File: src/hw/rtl/bb3_pkg.sv
// Shared types, constants and the reciprocal table of the 3x3 box blur.
package bb3_pkg;

  localparam int unsigned MAX_WIDTH_DEFAULT  = 1024;
  localparam int unsigned MAX_HEIGHT_DEFAULT = 4096;

  localparam int unsigned CFG_WIDTH_BITS  = 11;
  localparam int unsigned CFG_HEIGHT_BITS = 13;
  localparam logic [CFG_WIDTH_BITS-1:0]  WIDTH_RESET  = 11'd640;
  localparam logic [CFG_HEIGHT_BITS-1:0] HEIGHT_RESET = 13'd480;

  localparam int unsigned APB_ADDR_BITS = 3;
  localparam int unsigned APB_DATA_BITS = 32;

  localparam int unsigned CHAN_BITS   = 8;
  localparam int unsigned SUM_BITS    = 12;
  localparam int unsigned COUNT_BITS  = 4;
  localparam int unsigned RECIP_BITS  = 17;
  localparam int unsigned RECIP_SHIFT = 16;

  typedef logic [CHAN_BITS-1:0] chan_t;

  typedef struct packed {
    chan_t red;
    chan_t green;
    chan_t blue;
  } pix_t;

  typedef struct packed {
    logic  operation;
    chan_t red_in;
    chan_t green_in;
    chan_t blue_in;
  } in_item_t;

  typedef struct packed {
    chan_t red_out;
    chan_t green_out;
    chan_t blue_out;
    logic  frame_last;
  } out_item_t;

  typedef enum logic {
    OP_PUSH  = 1'b0,
    OP_DRAIN = 1'b1
  } op_e;

  typedef enum logic {
    REG_WIDTH  = 1'b0,
    REG_HEIGHT = 1'b1
  } reg_e;

  typedef enum logic [2:0] {
    ST_IDLE,
    ST_ISSUE,
    ST_RMW,
    ST_SUM,
    ST_OUT
  } state_e;

  typedef struct packed {
    logic has_up;
    logic has_down;
    logic has_left;
    logic has_right;
  } clip_t;

  // window[row][col], row 0 is the upper row, col 0 the left column
  typedef pix_t [2:0][2:0] win_t;

  // ceil(2^RECIP_SHIFT / n) for the neighbor counts that can occur
  function automatic logic [RECIP_BITS-1:0] recip(input logic [COUNT_BITS-1:0] n);
    logic [RECIP_BITS-1:0] k;
    case (n)
      4'd1:    k = 17'd65536;
      4'd2:    k = 17'd32768;
      4'd3:    k = 17'd21846;
      4'd4:    k = 17'd16384;
      4'd6:    k = 17'd10923;
      4'd9:    k = 17'd7282;
      default: k = '0;
    endcase
    return k;
  endfunction

endpackage

File: src/hw/rtl/bb3_avg.sv
// Clipped 3x3 sum with half-up rounding and division by reciprocal multiply.
module bb3_avg (
  input  logic           clk_i,
  input  logic           load_i,
  input  bb3_pkg::win_t  win_i,
  input  bb3_pkg::clip_t clip_i,
  output bb3_pkg::pix_t  avg_o
);

  localparam int unsigned SUM_W  = bb3_pkg::SUM_BITS;
  localparam int unsigned CNT_W  = bb3_pkg::COUNT_BITS;
  localparam int unsigned RCP_W  = bb3_pkg::RECIP_BITS;
  localparam int unsigned PROD_W = SUM_W + RCP_W;

  logic [2:0]       row_ok;
  logic [2:0]       col_ok;
  logic [1:0]       rows;
  logic [1:0]       cols;
  logic [CNT_W-1:0] count;
  logic [SUM_W-1:0] sum [3];
  logic [SUM_W-1:0] m_d [3];
  logic [SUM_W-1:0] m_q [3];
  logic [RCP_W-1:0] k_q;
  logic [PROD_W-1:0] prod [3];

  always_comb begin
    row_ok = {clip_i.has_down, 1'b1, clip_i.has_up};
    col_ok = {clip_i.has_right, 1'b1, clip_i.has_left};
    rows   = 2'd1 + 2'(clip_i.has_up) + 2'(clip_i.has_down);
    cols   = 2'd1 + 2'(clip_i.has_left) + 2'(clip_i.has_right);
    count  = CNT_W'(rows) * CNT_W'(cols);
    for (int c = 0; c < 3; c++) begin
      sum[c] = '0;
    end
    for (int i = 0; i < 3; i++) begin
      for (int j = 0; j < 3; j++) begin
        if (row_ok[i] && col_ok[j]) begin
          sum[0] = sum[0] + SUM_W'(win_i[i][j].red);
          sum[1] = sum[1] + SUM_W'(win_i[i][j].green);
          sum[2] = sum[2] + SUM_W'(win_i[i][j].blue);
        end
      end
    end
    for (int c = 0; c < 3; c++) begin
      m_d[c] = sum[c] + SUM_W'(count >> 1);
    end
  end

  always_ff @(posedge clk_i) begin
    if (load_i) begin
      m_q <= m_d;
      k_q <= bb3_pkg::recip(count);
    end
  end

  always_comb begin
    for (int c = 0; c < 3; c++) begin
      prod[c] = PROD_W'(m_q[c]) * PROD_W'(k_q);
    end
    avg_o.red   = prod[0][bb3_pkg::RECIP_SHIFT +: bb3_pkg::CHAN_BITS];
    avg_o.green = prod[1][bb3_pkg::RECIP_SHIFT +: bb3_pkg::CHAN_BITS];
    avg_o.blue  = prod[2][bb3_pkg::RECIP_SHIFT +: bb3_pkg::CHAN_BITS];
  end

endmodule

File: config.mk
export PLATFORM = sky130hd
export DESIGN_NAME = bb3_avg
export DESIGN_NICKNAME = d
export VERILOG_FILES = /design/src/hw/rtl/bb3_pkg.sv /design/src/hw/rtl/bb3_avg.sv
export SDC_FILE = /design/constraint.sdc
export NUM_CORES = 2
export LEC_CHECK = 0
export BUFFER_PORTS_ARGS = -buffer_cell sky130_fd_sc_hd__buf_2
export CAP_MARGIN = 20
export CORE_MARGIN = 4
export CORE_UTILIZATION = 30
export CTS_BUF_LIST = sky130_fd_sc_hd__clkbuf_4 sky130_fd_sc_hd__clkbuf_8
export CTS_CLUSTER_SIZE = 8
export DETAILED_ROUTE_END_ITERATION = 16
export GPL_TIMING_DRIVEN = 0
export PLACE_DENSITY = 0.5
export SLEW_MARGIN = 20
export SYNTH_ARGS = -nofsm -noshare
export SYNTH_HDL_FRONTEND = slang
export SYNTH_SLANG_ARGS = --single-unit
export TNS_END_PERCENT = 1
File: constraint.sdc
create_clock -name clk_i -period 12.88 [get_ports clk_i]
set_clock_uncertainty 0.2 [all_clocks]
set_input_delay 1.288 -clock clk_i [delete_from_list [all_inputs] [get_ports clk_i]]
set_output_delay 1.288 -clock clk_i [all_outputs]
set_load 0.01 [all_outputs]
==> metrics.cfg <==
[run_status]
status=complete, no violations

[setup_path]
slowest_stage=buf_1
cpLargestDelayFamily=buffers and inverters
crit_start=clip_i[0]
cpMostUsedCell=ha_1
end_kind=flop
path_max_fanout=10
cp.required_ns=12.76
cp.arrival_ns=12.07
cpPeakStageDelay_ns=0.74
path_class=input pin to flop
critPathBufInv=6
startpoint_type=input pin

[placed_design]
gp_congestion=0.890
dp_hpwl_um=76900
place_ws_ns=-1.10
portBuffers=243

[final_layout]
nets=4273
layout-drive-gt1-share=0.109
regArea_um2=1320
final_util=0.334
syn_to_final_growth_pct=10.6
fill_cells=9414
multi_input_area_um2=23100

[sta]
worst_pin_slew_ns=1.05
timing.final.crit_share=0.946
setup-violations-final=0
final_hold_viol_count=0
setup_slack_ns=0.689
max_freq_mhz=82.0
min_period_ns=12.19
rsz0062_at_grt=no
relSlewSlack=0.301
drv_slew=0

[logic_synthesis]
synth_area_leaders=fa_1 30%, ha_1 16%, inv_1 7.4%
ys.flop_type=edfxtp_1
ys_ff_latch=44
yosysWarningCount=0
ys_types=99
yosysTopAreaCell=fa_1
synth_edf_count=44
synth-async-reset-ratio=0
syn_area_um2=26700
synth.net_count=4026
synthCells=3067
synth_top_area_share=0.302
ys_seq_area_frac=0.0495
syn_area_per_cell_um2=8.70

[routing]
drc_errors=0
viasPerCell=4.78
num_vias=21500
wirelength_um=85500
first_pass_iters=5
ant_nets=0
drt_iter0_markers=1044
wl_per_cell_um=19.0

[run]
max_cap_viol_count=0

[die]
fp.dieArea_um2=93700
die_x_um=306
die_h_um=306
io_pins=246
row_count=109
core-area_um2=88200
start_util=0.302

[clocking]
h-tree-depth=2
clkTransAtPathRegs_ns=0.08
cts_tree=yes
numClockSinks=44
cts_buffer_depth=2
clock-root-buffer=clkbuf_8
cts_buffers=5

[global_route]
grt_max_degree=45
grt_pass1_vias=22400
antenna_found_initial=37
grt-ovfl-total=0
globalRouteTotalUtil=0.182
grt_pass1_wl_um=132000

[worst_hold_path]
hold_start=win_i[208]
hold_path_class=input pin to flop

-- logic make-up (layout without fill, tap and decap cells) --
logic type,count (synthesis),count (layout),share of synthesized area
flip-flops,44,44,0.0495
other,0,14,0
multiplexers,44,44,0.0191
AND/OR/NAND/NOR,829,829,0.159
adder cells (fa/ha/maj),738,738,0.459
AO/OA/AOI/OAI,609,609,0.155
buffers and inverters,604,851,0.0859
XOR/XNOR,199,199,0.0719
-- registers in the layout (all words and copies together) (netlist names) --
name,cells
k_q,8
m_q,36
-- layer usage --
layer / global-route usage / share of wire / vias up / wire length (um)
met5: 0 / 0.0029 / - / 251
met4: 0.0418 / 0.024 / 38 / 2040
met3: 0.0367 / 0.056 / 110 / 4810
met2: 0.324 / 0.49 / 451 / 41800
met1: 0.227 / 0.43 / 10200 / 36600
li1: - / - / 10600 / -
-- area by class of cell --
class                           instances  area share
Antenna cell                           14     0.00119
Buffer                                 72      0.0111
Sequential cell                        44      0.0448
Timing Repair Buffer                  243      0.0412
Multi-Input combinational cell       2419       0.782
Clock buffer                            5     0.00233
Clock inverter                          2    0.000424
Tap cell                             1165      0.0494
Inverter                              529      0.0673
-- Yosys cell counts, types with 14 or more instances --
cell type    n
nand2_1    208
mux2_2      21
o21ai_0    115
nand3_1     27
nand2b_1    24
o31a_1      15
nor2_1     187
nor2b_1     43
nor3_1      36
xor2_1      66
edfxtp_1    44
xnor2_1    117
or2_2       14
o21a_1      52
and2_1     189
fa_1       402
o21bai_1    15
o31ai_1     26
a211oi_1    32
a21oi_1    155
and3_1      36
mux2i_1     19
ha_1       335
inv_1      528
a21o_1      82
clkbuf_1    59
-- cells in the final DEF, fill, tap and decap left out, types with 21 or more instances in the layout --
cell,Yosys,final
o21a_1,52,52
o31ai_1,26,25
clkbuf_1,59,53
nand2_1,208,208
edfxtp_1,44,44
xor2_1,66,66
buf_2,1,243
a21o_1,82,82
nor2_1,187,187
ha_1,335,334
a211oi_1,32,32
and2_1,189,189
inv_1,528,528
nand3_1,27,27
xnor2_1,117,117
mux2_2,21,21
o21ai_0,115,115
nor2b_1,43,42
nand2b_1,24,24
fa_1,402,402
nor3_1,36,36
and3_1,36,36
a21oi_1,155,155
-- repair_timing --
item,in CTS,in global routing
gates resized for setup,7,16
hold endpoints to repair,0,0
hold buffers,0,0
endpoints found under the setup margin,11,10
buffers inserted,0,0
pin swaps,0,1
-- path summary, 6_finish.rpt --
kind	to	slack (ns)	cells past startpoint
worst min-delay path	m_q[24]	1.41	4
worst max-delay path	m_q[11]	0.69	43
-- stage by stage --
stage	cell area [um^2]	std cells	setup TNS (ns)	hold WS (ns)
after floorplan	26700	3067	0	1.20
after global placement	29300	4475	-6.22	1.72
after detailed placement	29300	4475	-7.44	1.72
after CTS	29400	4480	0	1.41
after global routing	29500	4480	0	1.43
final	29500	4493	0	1.41
Power is not shown: default switching activity piles up to over one toggle a cycle in this logic, so the estimate is an artifact.
